--- config.mk ---
export PLATFORM = sky130hd
export DESIGN_NAME = srs_ctrl
export DESIGN_NICKNAME = d
export VERILOG_FILES = /design/src/sv/srs_pkg.sv /design/src/sv/srs_ctrl.sv
export SDC_FILE = /design/constraint.sdc
export NUM_CORES = 1
export LEC_CHECK = 0
export ABC_AREA = 1
export CAP_MARGIN = 20
export CORE_AREA = 5 5 42 44
export DETAILED_ROUTE_END_ITERATION = 10
export DIE_AREA = 0 0 47 49
export DONT_BUFFER_PORTS = 1
export GPL_TIMING_DRIVEN = 0
export PLACE_DENSITY = 0.6
export SETUP_SLACK_MARGIN = 0.2
export SYNTH_ARGS = -nofsm -noshare
export SYNTH_HDL_FRONTEND = slang
export SYNTH_SLANG_ARGS = --single-unit
--- constraint.sdc ---
create_clock -name clk -period 1.53 [get_ports clk]
set_input_delay 0.153 -clock clk [delete_from_list [all_inputs] [get_ports clk]]
set_output_delay 0.153 -clock clk [all_outputs]
set_load 0.03 [all_outputs]
--- src/sv/srs_pkg.sv ---
`timescale 1ns / 1ps
package srs_pkg;

	typedef enum logic [3:0] {
		ST_IDLE,
		ST_SCAN,
		ST_OUTER_RD,
		ST_OUTER_LD,
		ST_INNER,
		ST_GAP,
		ST_DIV_GO,
		ST_DIV_WAIT,
		ST_OUT
	} srs_state_t;

	typedef enum logic [3:0] {
		OP_NONE,
		OP_START,
		OP_SCAN,
		OP_OUTER_RD,
		OP_OUTER_LD,
		OP_INNER,
		OP_GAP,
		OP_DIV_GO,
		OP_OUT
	} srs_op_t;

	localparam logic [1:0] SEL_AVG = 2'd0;
	localparam logic [1:0] SEL_MAX = 2'd1;
	localparam logic [1:0] SEL_MIN = 2'd2;

	localparam logic [0:0] REG_WINDOW = 1'b0;
	localparam logic [0:0] REG_CAP    = 1'b1;

	localparam logic       CMD_RECORD = 1'b0;
	localparam logic       CMD_QUERY  = 1'b1;

	localparam logic [26:0] RATE_SCALE   = 27'd100000000;
	localparam logic [31:0] WINDOW_RESET = 32'd5000000;
	localparam logic [15:0] CAP_RESET    = 16'hffff;

	typedef struct packed {
		srs_op_t    op;
		logic       rec;
		logic [1:0] sel;
	} srs_cmd_t;

	typedef struct packed {
		logic fill_ge2;
		logic scan_done;
		logic i_last;
		logic div_busy;
		logic out_free;
	} srs_sts_t;

	function automatic logic [15:0] cap_rate(input logic [63:0] q, input logic [15:0] cap);
		logic [15:0] r;
		r = (q > {48'd0, cap}) ? cap : q[15:0];
		return r;
	endfunction

endpackage

--- src/sv/srs_ctrl.sv ---
`timescale 1ns / 1ps
module srs_ctrl (
	input  logic              clk,
	input  logic              arst_n,
	input  logic              s_tvalid,
	input  logic [0:0]        s_tuser,
	output logic              s_tready,
	input  srs_pkg::srs_sts_t sts,
	output srs_pkg::srs_cmd_t cmd
);

	srs_pkg::srs_state_t state_q;
	srs_pkg::srs_state_t state_d;
	logic [1:0] sel_q;
	logic       acc;

	assign acc = s_tvalid && (state_q == srs_pkg::ST_IDLE);

	always_ff @(posedge clk or negedge arst_n) begin
		if (!arst_n) begin
			state_q <= srs_pkg::ST_IDLE;
			sel_q   <= srs_pkg::SEL_AVG;
		end else begin
			state_q <= state_d;
			if (state_q == srs_pkg::ST_IDLE) begin
				sel_q <= srs_pkg::SEL_AVG;
			end else if (state_q == srs_pkg::ST_DIV_WAIT && !sts.div_busy) begin
				sel_q <= sel_q + 2'd1;
			end
		end
	end

	always_comb begin
		state_d = state_q;
		unique case (state_q)
			srs_pkg::ST_IDLE: begin
				if (acc && s_tuser[0] == srs_pkg::CMD_QUERY) begin
					state_d = sts.fill_ge2 ? srs_pkg::ST_SCAN : srs_pkg::ST_OUT;
				end
			end
			srs_pkg::ST_SCAN: begin
				if (sts.scan_done) state_d = srs_pkg::ST_OUTER_RD;
			end
			srs_pkg::ST_OUTER_RD: state_d = srs_pkg::ST_OUTER_LD;
			srs_pkg::ST_OUTER_LD: state_d = srs_pkg::ST_INNER;
			srs_pkg::ST_INNER: begin
				if (sts.scan_done) state_d = srs_pkg::ST_GAP;
			end
			srs_pkg::ST_GAP: begin
				state_d = sts.i_last ? srs_pkg::ST_DIV_GO : srs_pkg::ST_OUTER_RD;
			end
			srs_pkg::ST_DIV_GO: state_d = srs_pkg::ST_DIV_WAIT;
			srs_pkg::ST_DIV_WAIT: begin
				if (!sts.div_busy) begin
					state_d = (sel_q == srs_pkg::SEL_MIN) ? srs_pkg::ST_OUT : srs_pkg::ST_DIV_GO;
				end
			end
			srs_pkg::ST_OUT: begin
				if (sts.out_free) state_d = srs_pkg::ST_IDLE;
			end
			default: state_d = srs_pkg::ST_IDLE;
		endcase
	end

	always_comb begin
		s_tready = 1'b0;
		cmd.op   = srs_pkg::OP_NONE;
		cmd.rec  = 1'b0;
		cmd.sel  = sel_q;
		unique case (state_q)
			srs_pkg::ST_IDLE: begin
				s_tready = 1'b1;
				if (acc) begin
					if (s_tuser[0] == srs_pkg::CMD_QUERY) begin
						cmd.op = srs_pkg::OP_START;
					end else begin
						cmd.rec = 1'b1;
					end
				end
			end
			srs_pkg::ST_SCAN:     cmd.op = srs_pkg::OP_SCAN;
			srs_pkg::ST_OUTER_RD: cmd.op = srs_pkg::OP_OUTER_RD;
			srs_pkg::ST_OUTER_LD: cmd.op = srs_pkg::OP_OUTER_LD;
			srs_pkg::ST_INNER:    cmd.op = srs_pkg::OP_INNER;
			srs_pkg::ST_GAP:      cmd.op = srs_pkg::OP_GAP;
			srs_pkg::ST_DIV_GO:   cmd.op = srs_pkg::OP_DIV_GO;
			srs_pkg::ST_DIV_WAIT: cmd.op = srs_pkg::OP_NONE;
			srs_pkg::ST_OUT: begin
				if (sts.out_free) cmd.op = srs_pkg::OP_OUT;
			end
			default: cmd.op = srs_pkg::OP_NONE;
		endcase
	end

endmodule

==> results.yml, run 1 <==
outcome:
  outcome: "finished, final reports clean"
finish:
  final_area_um2: 885
  final_util: 0.631
  antenna_cells: 0
  n_fill_cell: 111
  drive_above_1_share: 0.553
  layout.nets: 115
  multi_input_area_um2: 429
  areaGrowthSynthToFinish_pct: 72.4
  final-seq-area_um2: 158
clock_network:
  root_buffer: "clkbuf_4"
  clk_latency_ns: 0.25
  path_clk_slew_ns: 0.05
  cts_tree: "done"
  cts_buffers: 3
  clockBufferDepth: 2
  cts_sinks: 6
  htree_levels: 1
die:
  die_h_um: 49
  io_pins: 17
  coreArea_um2: 1400
  floorplan.die.width_um: 47
  num_rows: 14
  die_area_um2: 2300
  initial_utilization: 0.366
pwr:
  leakage_nw: 0.440
  ir_drop_uv: 1080
  p_per_area_nw_per_um2: 2130
  p_total_mw: 1.88
synth:
  synthArstFlopShare: 1.00
  yosysMostFrequentCell: "nand2_1"
  synthTopCellsByCount: "nand2_1, inv_1, nor2_1, dfrtp_1, o21ai_0"
  avgSynthCellArea_um2: 6.26
  synthSimpleGateAreaFrac: 0.459
  synthFlopType: "dfrtp_1"
  syn_nets: 92
  synth_xor_area_frac: 0
  synth-seq-cells: 6
  netlist.area_leader.share: 0.293
  synth_compound_area_frac: 0.107
  ys_seq_area_frac: 0.293
  synthMuxAreaShare: 0
  synth_cell_types: 17
  ys_warn_count: 0
  synthCells: 82
  synth_fa_ha_area_frac: 0.0244
  synth_top_family_by_area: "simple AND/OR/NAND/NOR gates"
  synth_area_um2: 513
  synth_top_area_cell: "dfrtp_1"
  synth_area_leaders: "dfrtp_1, nand2_1, inv_1"
  synth_edf_count: 0
detailed_routing:
  dr.pass1.iters: 4
  wl_per_cell_um: 15.1
  routed_via_density: 5.38
  vias: 640
  ant_nets: 0
  drt_iter0_drc: 20
  drcViolationCount: 0
  wirelength_um: 1790
global_routing:
  grt_pass1_vias: 643
  grt_overflow: 0
  grt_usage: 0.174
  antenna_found_initial: 0
  grt_max_degree: 7
  grt_pass1_wl_um: 2880
setup_path:
  r2r-start: "state_q[0]"
  critPathLaunchType: "flop"
  ff2ff_path_depth: 10
  worst_r2r_endpoint: "state_q[0]"
  path_cells: "buf_4 -> buf_6 -> nand2_4 -> inv_4 -> nor3_4"
  crit_type: "reg -> out"
  critical_path.max_stage_delay_ns: 0.43
  cp-startpoint: "state_q[0]"
  crit_arrival_ns: 1.35
  rrSetupSlack_ns: 0.13
  crit_fanout: 4
  slowest_stage: "dfrtp_2"
  crit_required_ns: 1.38
  critPathCapture: "cmd[4]"
  crit_path_end_kind: "output port"
sta:
  hold_ws_ns: 0.0873
  min_period_ns: 1.51
  maxSlewViolCount: 0
  tns_ns: 0
  min_period_over_period: 0.985
  rsz0062_at_grt: "true"
  max_slew_margin: 0.690
  fin_skew_ns: 0.00695
  tightest_slew_ns: 0.464
  finalSetupViolCount: 0
  fmax_mhz: 663
  hold_violations: 0
placement:
  dpl_cell_area_um2: 546
  hpwl_um: 980
  io_buffer_count: 0
  gp_congestion: 0.812
min_path:
  hold_depth: 2
  hold_class: "in -> reg"
flow_run:
  maxCapViolCount: 0
==> sequential cells by signal, summed over array words and instances, names as in the netlist <==
name	cells
sel_q	2
state_q	4
==> critical path: cells and delay by family, from the launching register on <==
kind | cells | cell delay (ns)
and+or+nand+nor | 2 | 0.35
buffers and inverters | 3 | 0.33
DFF | 1 | 0.43
==> worst min-delay path by stage <==
stage          startpoint          to  slack, ns
6_report           sts[1]  state_q[1]       0.09
4_1_cts            sts[1]  state_q[1]       0.09
5_1_grt            sts[1]  state_q[1]       0.08
3_5_place_dp       arst_n    sel_q[0]      -0.14
3_3_place_gp       arst_n    sel_q[0]      -0.14
2_1_floorplan      arst_n    sel_q[0]      -0.14
==> where the power goes <==
group          switching, mW  internal (mW)  total [mW]
logic                  0.819          0.653        1.47
clock network         0.0614         0.0890       0.150
registers             0.0538          0.205       0.259
total                  0.934          0.947        1.88
==> per-layer routing <==
| layer | global-route usage | vias up | routed length, µm |
|---|---|---|---|
| li1 | - | 304 | - |
| met1 | 0.191 | 286 | 636 |
| met2 | 0.287 | 38 | 960 |
| met3 | 0.0517 | 12 | 113 |
| met4 | 0.0876 | 0 | 82 |
| met5 | 0 | - | 0 |
==> what timing repair did <==
action	CTS	global route
setup buffers	16	1
hold endpoints to repair	6	0
endpoints found under the setup margin	10	12
hold buffers	1	0
pin swaps	9	8
resized for setup	34	15
==> cell usage in the layout (no fill, tap or decap), types with 3 or more instances in the layout <==
cell type   n
buf_4       9
buf_6       6
clkbuf_4    3
dfrtp_2     6
inv_1       9
inv_2       5
nand2_1    18
nand2_2     6
nand2_4     3
nand3_1     4
nand4_1     3
nor2_1      5
nor2_4      6
o21ai_0     5
==> cell type report <==
type / count / area share
clock buffer: 3 / 0.0255
inverter: 16 / 0.0849
multi-input combinational: 60 / 0.485
sequential: 6 / 0.178
tap: 16 / 0.0226
timing repair buffer: 18 / 0.204
==> per-stage QoR <==
step,setup slack [ns],std cells
floorplan,0.0844,82
detailed placement,-0.0716,98
finish,0.0224,119
CTS,0.0222,118
global placement,-0.0708,98
global route,-0.0110,119
==> cells by family after synthesis <==
group                    Yosys count
AO/OA/AOI/OAI                      9
adder cells (fa/ha/maj)            1
flip-flops                         6
AND/OR/NAND/NOR                   50
buffers and inverters             16
Power figures use the tool's default switching activity.
==> run 2: changes to the inputs <==
- ABC_AREA: 1 -> unset
- PLACE_DENSITY: 0.6 -> 0.58
==> results.yml, run 2 <==
synth:
  syn_nets: 67
  synth_area_um2: 497
  synthFlopType: "dfrtp_1"
  synthArstFlopShare: 1.00
  synth_top_area_cell: "dfrtp_1"
  synth_area_leaders: "dfrtp_1, mux2_4, nor2_1"
  yosysMostFrequentCell: "nor2_1"
  synthCells: 57
  synth_cell_types: 26
  synth-seq-cells: 6
  ys_seq_area_frac: 0.302
  avgSynthCellArea_um2: 8.71
  synthTopCellsByCount: "nor2_1, dfrtp_1, nand2_1"
  netlist.area_leader.share: 0.302
  synth_edf_count: 0
  ys_warn_count: 0
setup_path:
  crit_type: "reg -> out"
  critical_path.max_stage_delay_ns: 0.46
  cp-startpoint: "state_q[0]"
  path_cells: "buf_6 -> or3_4 -> nor4b_4"
  critPathLaunchType: "flop"
  crit_fanout: 4
  crit_required_ns: 1.38
  r2r-start: "state_q[0]"
  slowest_stage: "nor4b_4"
  rrSetupSlack_ns: -0.20
  crit_arrival_ns: 1.59
  ff2ff_path_depth: 5
  crit_path_end_kind: "output port"
outcome:
  outcome: "finished with violations"
  violations: "negative setup slack"
sta:
  tightest_slew_ns: 0.490
  maxSlewViolCount: 0
  max_slew_margin: 0.672
  fin_skew_ns: 0.000504
  rsz0062_at_grt: "true"
  tns_ns: -1.13
  finalSetupViolCount: 6
  setup_ws_ns: -0.217
  hold_violations: 0
  min_period_ns: 1.75
  fmax_mhz: 572
  min_period_over_period: 1.14
detailed_routing:
  wl_per_cell_um: 14.8
  vias: 440
  routed_via_density: 5.30
  drt_iter0_drc: 11
  wirelength_um: 1230
  ant_nets: 0
  dr.pass1.iters: 3
  drcViolationCount: 0
global_routing:
  grt_usage: 0.128
  grt_pass1_vias: 473
  use_met3: 0.0258
  grt_pass1_wl_um: 2040
  grtUsageMet2: 0.208
  top_usage_layer: "met2"
  grt_overflow: 0
  antenna_found_initial: 0
  use_met1: 0.137
  grt_max_degree: 11
die:
  io_pins: 17
  initial_utilization: 0.354
  coreArea_um2: 1400
  floorplan.die.width_um: 47
  die_h_um: 49
  num_rows: 14
  die_area_um2: 2300
clock_network:
  clockBufferDepth: 2
  root_buffer: "clkbuf_4"
  cts_tree: "done"
  htree_levels: 1
  cts_sinks: 6
  path_clk_slew_ns: 0.04
  clk_latency_ns: 0.24
  cts_buffers: 3
placement:
  dpl_cell_area_um2: 532
  gp_congestion: 0.731
  io_buffer_count: 0
  place_inst: 73
  post-place-ws_ns: -0.194
  hpwl_um: 830
pwr:
  leakage_nw: 0.277
  ir_drop_uv: 1200
  p_per_area_nw_per_um2: 2710
  p_total_mw: 1.86
min_path:
  hold_class: "in -> async"
finish:
  largest_register: "state_q"
  n_fill_cell: 146
  areaGrowthSynthToFinish_pct: 37.8
  antenna_cells: 0
  largest_reg_flops: 4
  instances_no_fill: 83
  layout.nets: 79
  reg_top3: "state_q x4, sel_q x2"
  mostFrequentLayoutCells: "buf_4, nand2_1, dfrtp_1"
  drive_above_1_share: 0.448
  final_area_um2: 684
  layout_commonest_cell: "buf_4"
flow_run:
  maxCapViolCount: 0
-- run 2: changes by cell type in the layout (fill, tap and decap cells not counted), sizes merged, moves of 3 or more --
cell   previous run  this run
nand3             6         0
o21ai             7         4
nor2             12         8
mux2              0         3
buf              17        10
nand2            27         6
a21oi             0         3
inv              15         2
-- run 2: metrics by stage --
step                hold slack [ns]   util
finish                        0.218  0.488
floorplan                    -0.143      -
CTS                           0.217  0.470
global route                  0.229  0.488
detailed placement           -0.142  0.379
global placement             -0.142  0.379
-- run 2: cells by family (layout without fill, tap and decap cells) --
kind of cell	Yosys count	in the layout	share of synthesized area
simple gates	27	27	0.292
flops	6	6	0.302
xor+xnor	3	3	0.0529
fa+ha+maj	1	1	0.0252
buf+inv	6	16	0.0781
mux	3	3	0.0907
compound gates	11	11	0.159
-- run 2: worst paths after layout --
path,end
max in group asynchronous,sel_q[0]
min in group clk,sel_q[0]
max reg2reg,state_q[0]
min reg2reg,sel_q[0]
max,cmd[2]
min,state_q[1]
-- run 2: power by group --
part | leakage [nW] | switching [mW] | internal [mW]
sequential | 0.0755 | 0.0976 | 0.231
clock | 0.0138 | 0.0546 | 0.0885
combinational | 0.188 | 0.770 | 0.615
total | 0.277 | 0.922 | 0.934
-- run 2: layout make-up --
class                      instances  area, µm²  area share
inverter                           2       7.51      0.0110
sequential                         6        151       0.221
tap                               16       20.0      0.0293
multi-input combinational         45        383       0.559
clock buffer                       3       22.5      0.0329
timing repair buffer               7       58.8      0.0859
buffer                             4       41.3      0.0603
-- run 2: critical path, delay by kind of cell (launching register included) --
kind	cells	cell delay, ns
simple gates	2	0.85
flops	1	0.38
buf+inv	1	0.12
-- run 2: metal layers --
layer	part of all wire	wire length, µm	vias up
met5	0	0	-
met4	0.022	27	0
met3	0.023	28	4
met2	0.56	690	9
met1	0.39	479	209
li1	-	-	218
-- run 2: timing repair --
item                       4_1_cts  5_1_grt
pin swaps                        6        5
setup endpoints to repair       11       12
buffers inserted                 4        2
hold buffers                     1        0
hold endpoints to repair         6        0
resized for setup               15        6
==> run 3: changes to the inputs <==
==> constraint.sdc (replaced) <==
create_clock -name clk -period 1.53 [get_ports clk]
set_input_delay 0.306 -clock clk [delete_from_list [all_inputs] [get_ports clk]]
set_output_delay 0.306 -clock clk [all_outputs]
set_load 0.03 [all_outputs]
==> results.yml, run 3 (same netlist as run 2, synthesis figures left out) <==
outcome:
  outcome: "finished with violations"
  violations: "negative setup slack"
die:
  coreArea_um2: 1400
  die_h_um: 49
  floorplan.die.width_um: 47
  num_rows: 14
  die_area_um2: 2300
  initial_utilization: 0.354
  io_pins: 17
placement:
  gp_congestion: 0.708
  io_buffer_count: 0
  dpl_cell_area_um2: 542
  hpwl_um: 803
sta:
  setup_ws_ns: -0.374
  min_period_over_period: 1.24
  hold_violations: 0
  hold_ws_ns: 0.357
  tightest_slew_ns: 0.490
  min_period_ns: 1.90
  finalSetupViolCount: 9
  max_slew_margin: 0.672
  fin_skew_ns: 0.00293
  rsz0062_at_grt: "true"
  fmax_mhz: 525
  maxSlewViolCount: 0
clock_network:
  cts_buffers: 3
  htree_levels: 1
  cts_tree: "done"
  path_clk_slew_ns: 0.04
  cts_sinks: 6
  clockBufferDepth: 2
  root_buffer: "clkbuf_4"
  clk_latency_ns: 0.25
finish:
  layout_commonest_cell: "buf_4"
  mostFrequentLayoutCells: "buf_4, buf_6, nand2_1, dfrtp_1, nor2_4"
  n_fill_cell: 127
  largest_register: "state_q"
  final_area_um2: 802
  largest_reg_flops: 4
  layout.nets: 85
  drive_above_1_share: 0.534
  antenna_cells: 0
  areaGrowthSynthToFinish_pct: 61.5
  reg_top3: "state_q x4, sel_q x2"
pwr:
  leakage_nw: 0.323
  ir_drop_uv: 1190
  p_per_area_nw_per_um2: 2760
global_routing:
  grt_overflow: 0
  grt_pass1_vias: 485
  grt_max_degree: 11
  grt_usage: 0.140
  antenna_found_initial: 0
  grt_pass1_wl_um: 2190
setup_path:
  crit_arrival_ns: 1.60
  crit_required_ns: 1.22
  ff2ff_path_depth: 5
  critical_path.max_stage_delay_ns: 0.46
  critPathLaunchType: "flop"
  rrSetupSlack_ns: -0.20
  crit_buf_inv: 1
  crit_path_end_kind: "output port"
  crit_type: "reg -> out"
  worst_r2r_endpoint: "state_q[3]"
  path_delay_family: "simple AND/OR/NAND/NOR gates"
  path_cells: "buf_6 -> or3_4 -> nor4b_4"
  crit_fanout: 3
  r2r-start: "state_q[0]"
  slowest_stage: "nor4b_4"
detailed_routing:
  met2_length_um: 791
  wl_per_cell_um: 15.5
  top_layer_used: "met4"
  ant_nets: 0
  routed_via_density: 5.40
  drcViolationCount: 0
  dr.pass1.iters: 2
  wl_met3_um: 42
  met1_length_um: 486
  wirelength_um: 1380
  drt_iter0_drc: 2
  vias: 481
flow_run:
  maxCapViolCount: 0
min_path:
  hold_class: "in -> async"
[run 3: cell count changes in the layout (fill, tap and decap cells not counted), sizes merged]
cell / before / now
buf: 10 / 15
clkbuf: 3 / 4
[run 3: worst max-delay path by stage]
| stage | start | to | slack [ns] | cells after the start |
|---|---|---|---|---|
| 5_1_grt | state_q[0] | cmd[2] | -0.41 | 3 |
| 3_3_place_gp | state_q[0] | cmd[2] | -0.19 | 3 |
| 2_1_floorplan | state_q[0] | cmd[2] | -0.14 | 3 |
| 6_report | state_q[0] | cmd[2] | -0.37 | 3 |
| 3_5_place_dp | state_q[0] | cmd[6] | -0.19 | 3 |
| 4_1_cts | state_q[0] | cmd[2] | -0.43 | 3 |
[run 3: worst reg2reg max path: stages (launching register included)]
cell and delay (ns):
dfrtp_1 0.38, buf_6 0.12, or3_4 0.39, buf_4 0.18, o211ai_4 0.23, mux2_4 0.32
[run 3: where the power goes]
group          total (mW)  leakage [nW]  internal [mW]  switching (mW)
clock               0.149        0.0138         0.0889          0.0600
combinational        1.76         0.233          0.838           0.917
sequential          0.305        0.0755          0.232          0.0738
total                2.21         0.323           1.16            1.05
[run 3: metrics by stage]
step,total power [mW],setup slack (ns),cells,setup TNS [ns],util
final,2.21,-0.374,89,-2.22,0.572
after global routing,2.34,-0.410,89,-2.55,0.572
after CTS,2.05,-0.435,87,-2.11,0.531
after detailed placement,1.39,-0.194,73,-0.959,0.387
after global placement,1.38,-0.190,73,-0.930,0.387
after floorplan,1.26,-0.144,57,-0.541,-
[run 3: area by class of cell]
type                       instances  area (µm²)  share of cell area
buffer                             4        47.5              0.0593
clock buffer                       3        22.5              0.0281
multi-input combinational         45         427               0.532
timing repair buffer              13         124               0.154
sequential                         6         151               0.189
inverter                           2        10.0              0.0125
tap                               16        20.0              0.0250
[run 3: layer usage]
| layer | vias up | track usage |
|---|---|---|
| met5 | - | 0 |
| li1 | 231 | - |
| met1 | 234 | 0.155 |
| met3 | 5 | 0.0148 |
| met4 | 0 | 0.124 |
| met2 | 11 | 0.219 |
[run 3: what timing repair did]
action	CTS	global route
buffers inserted	10	2
gates cloned	0	0
pin swaps	8	8
hold endpoints to repair	6	0
resized for setup	21	9
hold buffers	1	0
endpoints found under the setup margin	11	12
